File: src/design/rls_pkg.sv
// Shared types and constants for the RGB Laplacian sharpen block.
// No dependencies; rls_lane, rls_merge and the top level refer to this package by scoped names.
package rls_pkg;

	localparam int MAX_WIDTH_DEF  = 1024;
	localparam int MAX_HEIGHT_DEF = 4096;

	localparam int WIDTH_REG_W  = 11;
	localparam int HEIGHT_REG_W = 13;
	localparam int CFG_DATA_W   = 13;
	localparam int CFG_IDX_W    = 2;
	localparam int CHAN_W       = 8;
	localparam int NUM_LANES    = 3;
	localparam int NUM_NBR      = 8;

	typedef logic [WIDTH_REG_W-1:0]  wreg_t;
	typedef logic [HEIGHT_REG_W-1:0] hreg_t;
	typedef logic [CHAN_W-1:0]       chan_t;

	localparam wreg_t WIDTH_RESET  = wreg_t'(640);
	localparam hreg_t HEIGHT_RESET = hreg_t'(480);

	localparam logic [CFG_IDX_W-1:0] REG_IMAGE_WIDTH  = CFG_IDX_W'(0);
	localparam logic [CFG_IDX_W-1:0] REG_IMAGE_HEIGHT = CFG_IDX_W'(1);

	typedef struct packed {
		chan_t pixel_red;
		chan_t pixel_green;
		chan_t pixel_blue;
		logic  drain;
	} pix_t;

	typedef struct packed {
		chan_t out_red;
		chan_t out_green;
		chan_t out_blue;
		logic  frame_end;
	} res_t;

	// red in the low byte, lane k works on bits [8k +: 8]
	typedef struct packed {
		chan_t blue;
		chan_t green;
		chan_t red;
	} rgb_t;

	typedef struct packed {
		logic emit;
		logic border;
		logic last;
	} ctl_t;

endpackage

File: src/design/rls_merge.sv
// Merges the three lane results into one output transaction behind a skid register.
// Depends on rls_pkg.
module rls_merge (
	input  logic           clk,
	input  logic           arst_n,
	input  logic           in_valid,
	input  rls_pkg::chan_t lane_res [rls_pkg::NUM_LANES],
	input  logic           frame_end,
	output logic           room,
	output logic           res_valid,
	input  logic           res_ready,
	output rls_pkg::res_t  res
);

	rls_pkg::res_t merged;
	rls_pkg::res_t out_q;
	rls_pkg::res_t skid_q;
	logic          out_valid_q;
	logic          skid_valid_q;

	assign merged = '{out_red: lane_res[0], out_green: lane_res[1],
		out_blue: lane_res[2], frame_end: frame_end};

	assign room      = !skid_valid_q;
	assign res_valid = out_valid_q;
	assign res       = out_q;

	always_ff @(posedge clk or negedge arst_n) begin
		if (!arst_n) begin
			out_valid_q  <= 1'b0;
			skid_valid_q <= 1'b0;
		end else if (!skid_valid_q) begin
			if (!out_valid_q || res_ready) begin
				out_valid_q <= in_valid;
			end else if (in_valid) begin
				skid_valid_q <= 1'b1;
			end
		end else if (res_ready) begin
			skid_valid_q <= 1'b0;
		end
	end

	always_ff @(posedge clk) begin
		if (!skid_valid_q) begin
			if (!out_valid_q || res_ready) begin
				out_q <= merged;
			end else begin
				skid_q <= merged;
			end
		end else if (res_ready) begin
			out_q <= skid_q;
		end
	end

endmodule

File: config.mk
export PLATFORM = sky130hd
export DESIGN_NAME = rls_merge
export DESIGN_NICKNAME = d
export VERILOG_FILES = /design/src/design/rls_pkg.sv /design/src/design/rls_merge.sv
export SDC_FILE = /design/constraint.sdc
export NUM_CORES = 1
export LEC_CHECK = 0
export BUFFER_PORTS_ARGS = -buffer_cell sky130_fd_sc_hd__clkbuf_2
export CAP_MARGIN = 20
export CELL_PAD_IN_SITES_DETAIL_PLACEMENT = 1
export CELL_PAD_IN_SITES_GLOBAL_PLACEMENT = 2
export CORE_AREA = 10 10 86 88
export CTS_BUF_LIST = sky130_fd_sc_hd__clkbuf_2 sky130_fd_sc_hd__clkbuf_4 sky130_fd_sc_hd__clkbuf_8
export DETAILED_ROUTE_END_ITERATION = 8
export DIE_AREA = 0 0 96 98
export PLACE_DENSITY = 0.73
export SLEW_MARGIN = 25
export SYNTH_ARGS = -nofsm -noshare
export SYNTH_HDL_FRONTEND = slang
export SYNTH_SLANG_ARGS = --single-unit
File: constraint.sdc
create_clock -name clk -period 2.7 [get_ports clk]
set_input_delay 0.27 -clock clk [delete_from_list [all_inputs] [get_ports clk]]
set_output_delay 0.27 -clock clk [all_outputs]
set_load 0.005 [all_outputs]
* After elaboration in Yosys (flattened, before gate mapping) *
Cells that the tools add are included.

storage, ports and cells
  register bits = 52
  logic and storage cells = 27

operators by class
  bitwise logic cells = 2
  eq/ne operators = 1
  reduce and logical (&&, ||, !) cells = 7
  mux-type cells = 7

operators by type and width
  operator            count
  $mux 25             3
  $reduce_and 2->1    3
  $mux 1              4
  $logic_not 1->1     2
  $ne 2x2->1 const B  1
  $not 1->1           2
  $reduce_bool 2->1   1
  $logic_or 1x1->1    1

* Longest topological paths before layout *
  depth after elaboration = 4
  mapped depth = 3
  mapped depth without buffers = 2

* Least setup slack after synthesis *
OpenSTA, ideal clock, no wires.

  path type = register -> register
  from = register skid_valid_q
  to = register skid_q[0] (netlist name), enable pin
  slack = -0.195 ns
  required time = 2.256 ns
  arrival = 2.451 ns
  stages on the path, launching flop included = 3
  clock period less this slack = 2.895 ns
  cells stage by stage = dfrtp_1 > buf_6 > nor3b_1

between the ends
  longest elaborated chain between the ends = 2

RTL lines
  item                        line             text
  from (decl)                 rls_merge.sv:19  logic skid_valid_q;
  from (signal assigned)      rls_merge.sv:31  skid_valid_q <= 1'b0;
  from (signal assigned)      rls_merge.sv:36  skid_valid_q <= 1'b1;
  from (signal assigned)      rls_merge.sv:39  skid_valid_q <= 1'b0;
  $not 1->1 (no line)         -
  $reduce_and 2->1 (no line)  -
  to (signal assigned)        rls_merge.sv:48  skid_q <= merged;
  to (decl)                   rls_merge.sv:17  rls_pkg::res_t skid_q;

No other way between the ends.
A chain may end at the register's enable or synchronous reset.

* Final worst setup path *
  from = register skid_valid_q
  to = output port room

between the ends
  longest elaborated chain between the ends = 1

RTL lines
  item             line            text
  $logic_not 1->1  -
  to (decl)        rls_merge.sv:9  output logic room,

No other way between the ends.

==> impl_metrics.json <==
{
  "drtIter0Drc": 79,
  "drt-total-wl_um": 4080,
  "hpwl_um": 3170,
  "slowest_stage": "dfrtp_1",
  "cts_tree": "yes",
  "drc": 0,
  "ioPinCount": 56,
  "grt_busiest_layer": "met2",
  "cts_buffers": 5,
  "skew_ns": 0.00518,
  "fin_crit_sh_pct": 61.0,
  "hold_viol_final": 0,
  "setup_tns_ns": 0,
  "worst_slack_ns": 1.05,
  "gp_congestion": 0.744,
  "nets": 179,
  "critPathBufInv": 3,
  "avgSynthCellArea_um2": 21.9,
  "multiInputGateArea_um2": 335,
  "h-tree-depth": 2,
  "clk_latency_ns": 0.30,
  "netlist_instances": 87,
  "path_cells": "buf_4, inv_2, clkbuf_2",
  "slew_headroom_pct": 59.8,
  "maxClockFrequency_ghz": 0.607,
  "antenna_found_initial": 0,
  "ctsLongestPathBuffers": 2,
  "drive_gt1_share_pct": 61.6,
  "antenna_cells": 0,
  "die_w_um": 96,
  "startpoint_type": "register",
  "syn_to_final_growth_pct": 25.3,
  "arrival_ns": 1.38,
  "gr-usage-met3_pct": 4.67,
  "max_cap_viol_count": 0,
  "rsz0062_at_grt": "no",
  "synth_top_area_share_pct": 78.6,
  "utilization_pct": 41.6,
  "critPathKind": "reg -> out",
  "use_met1_pct": 8.53,
  "yosys-top-cells-area": "edfxtp_1 79%, mux2_2 15%, dfrtp_1 2.6%",
  "hold_class": "in -> reg",
  "path_delay_family": "buffers and inverters",
  "power.density_nw_per_um2": 685,
  "die_h_um": 98,
  "r2r-end": "res[11]",
  "seqCellArea_um2": 1550,
  "final_antenna_net_count": 0,
  "synth.distinct_cells": 11,
  "vdd_drop_max_uv": 353,
  "vias": 997,
  "drv_slew": 0,
  "path_clk_slew_ns": 0.09,
  "grt_max_degree": 26,
  "worstRegToRegCells": 2,
  "gr-total-overflow": 0,
  "yosysTopAreaCell": "edfxtp_1",
  "ys_ff_latch": 52,
  "fillers": 598,
  "clkSinkCount": 52,
  "syn_area_um2": 1910,
  "dp_slack_ns": 1.05,
  "grt_pass1_vias": 1145,
  "grt_use_total_pct": 8.86,
  "critPathMaxStageDelay_ns": 0.50,
  "post-cts-setup-buffers": 0,
  "r2r_start": "skid_valid_q",
  "endpoint_kind": "primary output",
  "holdPathStages": 1,
  "portBuffers": 55,
  "hp-start": "frame_end",
  "clock-root-buffer": "clkbuf_8",
  "dr.pass1.iters": 2,
  "p_leak_nw": 0.917,
  "core_um2": 5750,
  "num_rows": 28,
  "start_util_pct": 33.2,
  "synthesis.nets": 116,
  "r2r_slack_ns": 1.08,
  "viasPerCell": 4.41,
  "required_ns": 2.43,
  "grt_pass1_wl_um": 6360,
  "status": "finished, final reports clean",
  "fin_crit_ns": 1.65,
  "whs_endpoint": "skid_q[0]",
  "critPathMaxFanout": 25,
  "worst_pin_slew_ns": 0.603,
  "seq_area_frac_synth_pct": 81.3,
  "synth_warnings": 0,
  "routedWlPerCell_um": 18.1,
  "setup_viol": 0,
  "grt_use_met2_pct": 15.5,
  "dieArea_um2": 9410
}
-- metal layers --
layer  wire [µm]  up-vias
li1            -      463
met1        1390      495
met2        2240       33
met3         394        6
met4          57        0
met5           0        -
-- state kept, by name, indices dropped and copies added, names as in the netlist --
name	cells
res	25
skid_q	25
res_valid	1
skid_valid_q	1
-- power by group --
group          switching, mW  internal, mW  leakage, nW  total [mW]
clock                  0.239         0.190       0.0423       0.429
sequential            0.0280         0.983        0.509        1.01
combinational         0.0989         0.101        0.366       0.200
total                  0.366          1.27        0.917        1.64
-- synthesized netlist by cell type, drive strengths merged --
| cell type | number |
|---|---|
| inv | 1 |
| nor3b | 1 |
| dfrtp | 2 |
| a22o | 1 |
| edfxtp | 50 |
| buf | 3 |
| nand2b | 1 |
| mux2 | 25 |
| a21oi | 1 |
| nor2 | 1 |
| o21bai | 1 |
-- per-stage QoR --
stage / cells / hold slack (ns) / area [µm²] / power (mW)
2_1_floorplan: 87 / -0.0256 / 1910 / 1.12
3_3_place_gp: 217 / 0.0666 / 2290 / 1.22
3_5_place_dp: 217 / 0.0684 / 2290 / 1.24
4_1_cts: 226 / 0.150 / 2390 / 1.66
5_1_grt: 226 / 0.143 / 2390 / 1.72
6_report: 226 / 0.159 / 2390 / 1.64
-- cells in the final DEF, fill, tap and decap left out --
cell type	count
a21oi_1	1
a22o_1	1
buf_12	1
buf_4	2
clkbuf_2	55
clkbuf_4	1
clkbuf_8	5
clkinv_1	1
clkinvlp_4	1
dfrtp_1	2
dlygate4sd3_1	1
edfxtp_1	50
inv_2	1
mux2_2	25
nand2b_1	1
nor2_1	1
nor3b_4	1
o21bai_2	1
-- worst reg2reg max path, cell delays in order, from the launching register on --
cell and delay, ns:
dfrtp_1 0.48, o21bai_2 0.49, buf_4 0.34
-- repair_timing --
item | CTS | global route
hold buffers | 1 | 0
gates resized for setup | 0 | 0
hold endpoints to repair | 2 | 0
-- worst max-delay path by stage --
stage	start	end	slack, ns	depth (start not counted)
2_1_floorplan	skid_valid_q	res[0]	0.51	2
3_3_place_gp	skid_valid_q	res[8]	1.12	2
3_5_place_dp	skid_valid_q	res[21]	1.05	2
4_1_cts	skid_valid_q	room	1.02	3
5_1_grt	skid_valid_q	room	0.95	3
6_report	skid_valid_q	room	1.05	3
-- logic make-up (layout without fill, tap and decap cells) --
kind of cell	Yosys count	count (layout)	synth area share, %
multiplexers	25	25	14.7
AND/OR/NAND/NOR	3	3	0.918
AO/OA/AOI/OAI	3	3	1.11
buffers and inverters	4	68	1.97
flip-flops	52	52	81.3
-- area by class of cell --
cell class / count / area share (%)
multi-input cells: 31 / 14.0
inverters: 1 / 0.157
clock buffers: 6 / 3.19
clock inverters: 2 / 0.471
well taps: 75 / 3.92
flip-flops and latches: 52 / 64.9
repair buffers: 59 / 13.4
(Power assumes the default switching activity.)
