## src/design/rls_pkg.sv

```systemverilog
// Shared types and constants for the RGB Laplacian sharpen block.
// No dependencies; rls_lane, rls_merge and the top level refer to this package by scoped names.
package rls_pkg;

	localparam int MAX_WIDTH_DEF  = 1024;
	localparam int MAX_HEIGHT_DEF = 4096;

	localparam int WIDTH_REG_W  = 11;
	localparam int HEIGHT_REG_W = 13;
	localparam int CFG_DATA_W   = 13;
	localparam int CFG_IDX_W    = 2;
	localparam int CHAN_W       = 8;
	localparam int NUM_LANES    = 3;
	localparam int NUM_NBR      = 8;

	typedef logic [WIDTH_REG_W-1:0]  wreg_t;
	typedef logic [HEIGHT_REG_W-1:0] hreg_t;
	typedef logic [CHAN_W-1:0]       chan_t;

	localparam wreg_t WIDTH_RESET  = wreg_t'(640);
	localparam hreg_t HEIGHT_RESET = hreg_t'(480);

	localparam logic [CFG_IDX_W-1:0] REG_IMAGE_WIDTH  = CFG_IDX_W'(0);
	localparam logic [CFG_IDX_W-1:0] REG_IMAGE_HEIGHT = CFG_IDX_W'(1);

	typedef struct packed {
		chan_t pixel_red;
		chan_t pixel_green;
		chan_t pixel_blue;
		logic  drain;
	} pix_t;

	typedef struct packed {
		chan_t out_red;
		chan_t out_green;
		chan_t out_blue;
		logic  frame_end;
	} res_t;

	// red in the low byte, lane k works on bits [8k +: 8]
	typedef struct packed {
		chan_t blue;
		chan_t green;
		chan_t red;
	} rgb_t;

	typedef struct packed {
		logic emit;
		logic border;
		logic last;
	} ctl_t;

endpackage

```

## src/design/rls_lane.sv

```systemverilog
// One color channel of the sharpen filter: neighbor sum, then clamp and saturate.
// Depends on rls_pkg.
module rls_lane (
	input  logic           clk,
	input  logic           en,
	input  logic           border,
	input  rls_pkg::chan_t center,
	input  rls_pkg::chan_t nbr [rls_pkg::NUM_NBR],
	output rls_pkg::chan_t result
);

	logic [10:0]    sum_s3;
	logic [10:0]    sum_c;
	rls_pkg::chan_t c_s3;
	logic           border_s3;
	logic signed [11:0] lap;
	rls_pkg::chan_t lap_clamp;
	logic [8:0]     total;
	logic [8:0]     pick;

	always_comb begin
		sum_c = '0;
		for (int i = 0; i < rls_pkg::NUM_NBR; i++) begin
			sum_c = sum_c + {3'b000, nbr[i]};
		end
	end

	always_comb begin
		lap = $signed({1'b0, c_s3, 3'b000}) - $signed({1'b0, sum_s3});
		if (lap < 0) begin
			lap_clamp = '0;
		end else if (lap > 12'sd255) begin
			lap_clamp = 8'hFF;
		end else begin
			lap_clamp = lap[7:0];
		end
		total = {1'b0, c_s3} + {1'b0, lap_clamp};
		pick  = border_s3 ? {c_s3, 1'b0} : total;
	end

	always_ff @(posedge clk) begin
		if (en) begin
			sum_s3    <= sum_c;
			c_s3      <= center;
			border_s3 <= border;
			result    <= pick[8] ? 8'hFF : pick[7:0];
		end
	end

endmodule

```

## config.mk

```make
export PLATFORM = sky130hd
export DESIGN_NAME = rls_lane
export DESIGN_NICKNAME = d
export VERILOG_FILES = /design/src/design/rls_pkg.sv /design/src/design/rls_lane.sv
export SDC_FILE = /design/constraint.sdc
export NUM_CORES = 1
export LEC_CHECK = 0
export CORE_MARGIN = 3
export CORE_UTILIZATION = 40
export CTS_BUF_LIST = sky130_fd_sc_hd__clkbuf_8 sky130_fd_sc_hd__clkbuf_16
export DETAILED_ROUTE_END_ITERATION = 8
export DONT_BUFFER_PORTS = 1
export GPL_ROUTABILITY_DRIVEN = 0
export SYNTH_ARGS = -nofsm -noshare
export SYNTH_HDL_FRONTEND = slang
export SYNTH_SLANG_ARGS = --single-unit
```

## constraint.sdc

```tcl
create_clock -name clk -period 8.3 [get_ports clk]
set_input_delay 0.415 -clock clk [delete_from_list [all_inputs] [get_ports clk]]
set_output_delay 0.415 -clock clk [all_outputs]
set_load 0.03 [all_outputs]
```

# After elaboration in Yosys (flattened, before gate mapping)
# Cells that the tools add are included.
[totals]
wordCells = 18
register_bits = 28
input_bits = 75
output_inout_bits = 8
[op_classes]
n_mux = 3
magnitude_cmp = 2
add_sub_neg = 9
[ops]
columns = ["op", "n"]
rows = [
  ["11-bit by 8-bit adder with 11-bit output", 4],
  ["8-bit by 8-bit adder with 9-bit output", 2],
  ["8-bit two-way mux", 2],
  ["12-bit by 9-bit > comparator with 1-bit output, second input constant", 1],
  ["12-bit by 1-bit less-than comparator with 1-bit output, second input constant", 1],
  ["11-bit by 11-bit subtractor with 12-bit output", 1],
  ["10-bit by 8-bit adder with 11-bit output", 1],
  ["9-bit by 8-bit adder with 10-bit output", 1],
  ["9-bit two-way mux", 1],
]

# Depth between registers and ports, before layout
[logic_depth]
ltp_word = 7
ltp_mapped = 17
depth_no_buf = 17

# Least setup slack after synthesis
# No wires, ideal clock.
[synth_path]
kind = "input to register"
startpoint = "input nbr[3] (netlist bit)"
endpoint = "register sum_s3[9] (data pin)"
t_arrival_ns = 3.860
cell_stages = 13
setup_slack_ns = 4.174
setup_ns = 0.266
path_buffers = 0
required_ns = 8.034
cell_sequence = "fa_1 inv_1 fa_1 fa_1 fa_1 inv_1 ha_1 a21o_1 a21oi_1 nor2b_1 o21a_1 o41ai_1 xnor2_1"
[synth_between]
elab_chain_cells = 1
[synth_rtl]
columns = ["element", "line", "source"]
rows = [
  ["from (decl)", "rls_lane.sv:8", "input rls_pkg::chan_t nbr [rls_pkg::NUM_NBR],"],
  ["11-bit by 8-bit adder with 11-bit output", "rls_lane.sv:24", "sum_c = sum_c + {3'b000, nbr[i]};"],
  ["via sum_c[9]", "rls_lane.sv:13", "logic [10:0] sum_c;"],
  ["to (signal assigned)", "rls_lane.sv:43", "sum_s3 <= sum_c;"],
  ["to (decl)", "rls_lane.sv:12", "logic [10:0] sum_s3;"],
]
# The timed path passes the listed nets, and every way through them passes these cells.
# A chain may end at the register's enable or synchronous reset.

# Final worst setup path
[layout_path]
startpoint = "register c_s3[1]"
endpoint = "register result[1] (data pin)"
[layout_between]
elab_chain_cells = 6
word_cells_on_any_way = 7
cone_classes = "2 x add/sub; 2 x order compare; 3 x mux"
[layout_rtl]
columns = ["element", "line", "source"]
rows = [
  ["from (decl)", "rls_lane.sv:14", "rls_pkg::chan_t c_s3;"],
  ["from (signal assigned)", "rls_lane.sv:44", "c_s3 <= center;"],
  ["11-bit by 11-bit subtractor with 12-bit output", "rls_lane.sv:29", "lap = $signed({1'b0, c_s3, 3'b000}) - $signed({1'b0, sum_s3});"],
  ["12-bit by 9-bit > comparator with 1-bit output", "rls_lane.sv:32", "end else if (lap > 12'sd255) begin"],
  ["8-bit two-way mux", "rls_lane.sv:32", ""],
  ["8-bit two-way mux", "rls_lane.sv:30", "if (lap < 0) begin"],
  ["8-bit by 8-bit adder with 9-bit output (*)", "rls_lane.sv:37", "total = {1'b0, c_s3} + {1'b0, lap_clamp};"],
  ["9-bit two-way mux (*)", "rls_lane.sv:38", "pick = border_s3 ? {c_s3, 1'b0} : total;"],
  ["to (signal assigned)", "rls_lane.sv:46", "result <= pick[8] ? 8'hFF : pick[7:0];"],
  ["to (decl)", "rls_lane.sv:9", "output rls_pkg::chan_t result"],
]
# Mark *: on every way between the ends. The rest lies on a longest branch, timed or not.

==> metrics.md <==
| Metric | Value |
|---|---|
| Slew margin rel. | `57.7%` |
| Met3 wire length | `about 230 um` |
| Die height | `roughly 95 um` |
| Hold WC Path Type | `in2reg` |
| EDFF count, synth | `28` |
| Drc violations | `0` |
| DIE AREA | `8930 um2` |
| Clk root buf | `clkbuf_8` |
| Final std cells w/o fill | `383` |
| Slew @ Worst Pin | `0.634 ns` |
| Core Region | `7410 um2` |
| H-tree depth | `1` |
| Arr. time, crit path | `4.44 ns` |
| ANT nets after route | `0` |
| Total power | `1.30 mW` |
| FMAX | `~0.23 GHz` |
| Yosys reg bits | `28` |
| Setup Fix Bufs, Post-CTS | `0` |
| Setup TNS | `0 ns` |
| Die Wd | `94.5 um` |
| Ant diodes | `0` |
| Initial drt markers | `61` |
| Setup violators final | `0` |
| Commonest cells after routing, fill and taps aside | `66 x inv_1, 48 x fa_1, 28 x ha_1, 28 x edfxtp_1, 18 x a21oi_1` |
| TritonRoute pass-1 iters | `4` |
| Vias | `1922` |
| Max Slew Vio Count | `0` |
| Commonest non-fill, non-tap cell in the layout | `inv_1` |
| VDD IR max | `0.144 mV` |
| Placed Area | `approximately 3300 um2` |
| Site Rows | `31` |
| Final period util | `53.1%` |
| Initial Utilization | `between 40% and 50%` |
| Cells after synthesis | `about 280` |
| Pwr Density | `394 nW/um2` |
| CTS sink cnt | `28` |
| Ys Warns | `0` |
| P_int | `0.724 mW` |
| CTS hold repair buffers | `0` |
| Routed length on met2 | `~2600 um` |
| Port Buffers | `0` |
| First-pass GRT wire length | `8250 um` |
| Power share of the sequential group | `24.8%` |
| Syn_nets | `432` |
| TritonCTS clock tree | `yes` |
| CP Launch Type | `flip-flop` |
| Min Clock Period, post-route | `4.41 ns` |
| Number of CTS-inserted buffers | `3` |
| Syn-to-layout area delta | `5.27%` |
| Initial antenna violation count | `0` |
| Post-synth ARST share | `0%` |
| Post-Route WL | `5000 um` |
| Final Hold Viols | `0` |
| WL/cell | `about 13 um` |
| Worst Setup End Kind | `flip-flop` |
| Sw power | `around 0.57 mW` |
| Largest net degree at the start of global routing | `29` |
| Gr usage total | `11.5%` |
| Status | `complete, no violations` |
| Clock Tree Buf Depth | `2` |
| Syn avg cell area | `11.2 um2` |
| Cts repair resizes | `0` |
| Final instance area | `3300 um2` |
| Final Skew | `0.00350 ns` |
| P_leak | `1.48 nW` |
| Final global-route overflow total | `0` |
| Met1 wire length | `2130 um` |
| NumNets Final | `436` |
| Sw frac | `44.2%` |
| Clock power frac | `a little under 6%` |
| Post-synthesis cell type count | `36` |
| Crit path max fanout | `9` |
| CP Data Required Time | `8.33 ns` |
| Area of the mapped netlist | `roughly 3100 um2` |
| Gate power share | `approximately 70%` |
| Share of layout cells above drive strength 1 | `2.46%` |
| Max-Cap Viols | `0` |
| Main synth FF type | `edfxtp_1` |
| HPWL Detailed | `4340 um` |
| IO Pins | `83` |
| Via density | `5.02` |
| Clock latency on the worst-skew pair | `0.27 ns` |
| Inst Count DP | `roughly 380` |
| Top layer in use | `met4` |
| Clk slew on worst S/H paths | `approximately 0.09 ns` |
| Unrepaired setup endpoints after global routing | `no` |
| Vias in the first global route | `1980` |
| Sequential area share after synthesis | `26.8%` |
| Crit path kind | `reg2reg` |
registers in the layout, summed over array words and instances (netlist names):
name       count
c_s3           8
sum_s3        11
border_s3      1
result         8
metrics by stage:
stage	util (%)	setup WS [ns]	hold WS, ns
6_report	44.5	3.89	0.227
4_1_cts	44.5	3.94	0.213
3_5_place_dp	43.9	3.98	0.514
5_1_grt	44.5	3.56	0.205
2_1_floorplan	-	4.17	0.514
3_3_place_gp	43.9	4.07	0.514
power by group through the flow:
stage / combinational (mW) / clock [mW] / sequential [mW]
2_1_floorplan: 0.765 / 0 / 0.319
3_3_place_gp: 0.898 / 0 / 0.326
3_5_place_dp: 0.906 / 0 / 0.327
4_1_cts: 0.916 / 0.0801 / 0.324
5_1_grt: 1.04 / 0.0849 / 0.327
6_report: 0.901 / 0.0751 / 0.322
critical path, cell delays in order (launching register included):
cell	delay (ns)
edfxtp_1	0.46
ha_1	0.38
a21oi_2	0.26
o221ai_2	0.16
a31o_1	0.27
mux2_4	0.30
a211oi_2	0.50
a21oi_1	0.18
ha_1	0.23
inv_1	0.07
fa_1	0.19
nor2b_1	0.05
o21ai_1	0.15
a21boi_1	0.10
o21ai_1	0.26
a21oi_1	0.24
a221o_1	0.37
area by class of cell:
class,instances,area [um2]
Clock inverter,1,3.75
Inverter,66,248
Fill cell,693,4110
Sequential cell,28,841
Multi-Input combinational cell,186,2040
Clock buffer,3,41.3
Tap cell,99,124
worst paths after layout:
check | startpoint | endpoint | slack (ns) | depth (start not counted)
max | c_s3[1]$_DFFE_PP_ | result[1]$_SDFFCE_PP1P_ | 3.89 | 16
min | center[7] | c_s3[7]$_DFFE_PP_ | 0.23 | 0
max reg2reg | c_s3[1]$_DFFE_PP_ | result[1]$_SDFFCE_PP1P_ | 3.89 | 16
min reg2reg | c_s3[3]$_DFFE_PP_ | result[4]$_SDFFCE_PP1P_ | 0.67 | 1
cells in the mapped netlist, types with 2 or more instances:
cell	count	area, um2
a21o_1	7	52.6
inv_1	66	248
o22a_1	4	35.0
xor2_1	5	43.8
fa_1	48	961
a211oi_1	3	22.5
o21ai_1	6	30.0
o21a_1	3	22.5
edfxtp_1	28	841
xnor2_1	9	78.8
nand2b_1	4	25.0
nor4_1	3	18.8
o41ai_1	4	35.0
or3_1	5	31.3
nor2_1	11	41.3
a21oi_1	18	90.1
o21ai_0	2	10.0
nor3_1	2	10.0
ha_1	28	350
nor2b_1	4	25.0
nand2_1	6	22.5
kinds of logic after synthesis:
family	share of synthesized area, %
simple gates	6.31
xor+xnor	3.91
flops	26.8
buf+inv	8.02
compound gates	12.6
mux	0.479
fa+ha+maj	41.8
metal layers:
metal	vias to the layer above	GRT usage, %
met2	39	20.0
li1	949	-
met3	4	2.71
met5	-	0
met1	930	14.6
met4	0	2.52
(Power assumes the default switching activity.)
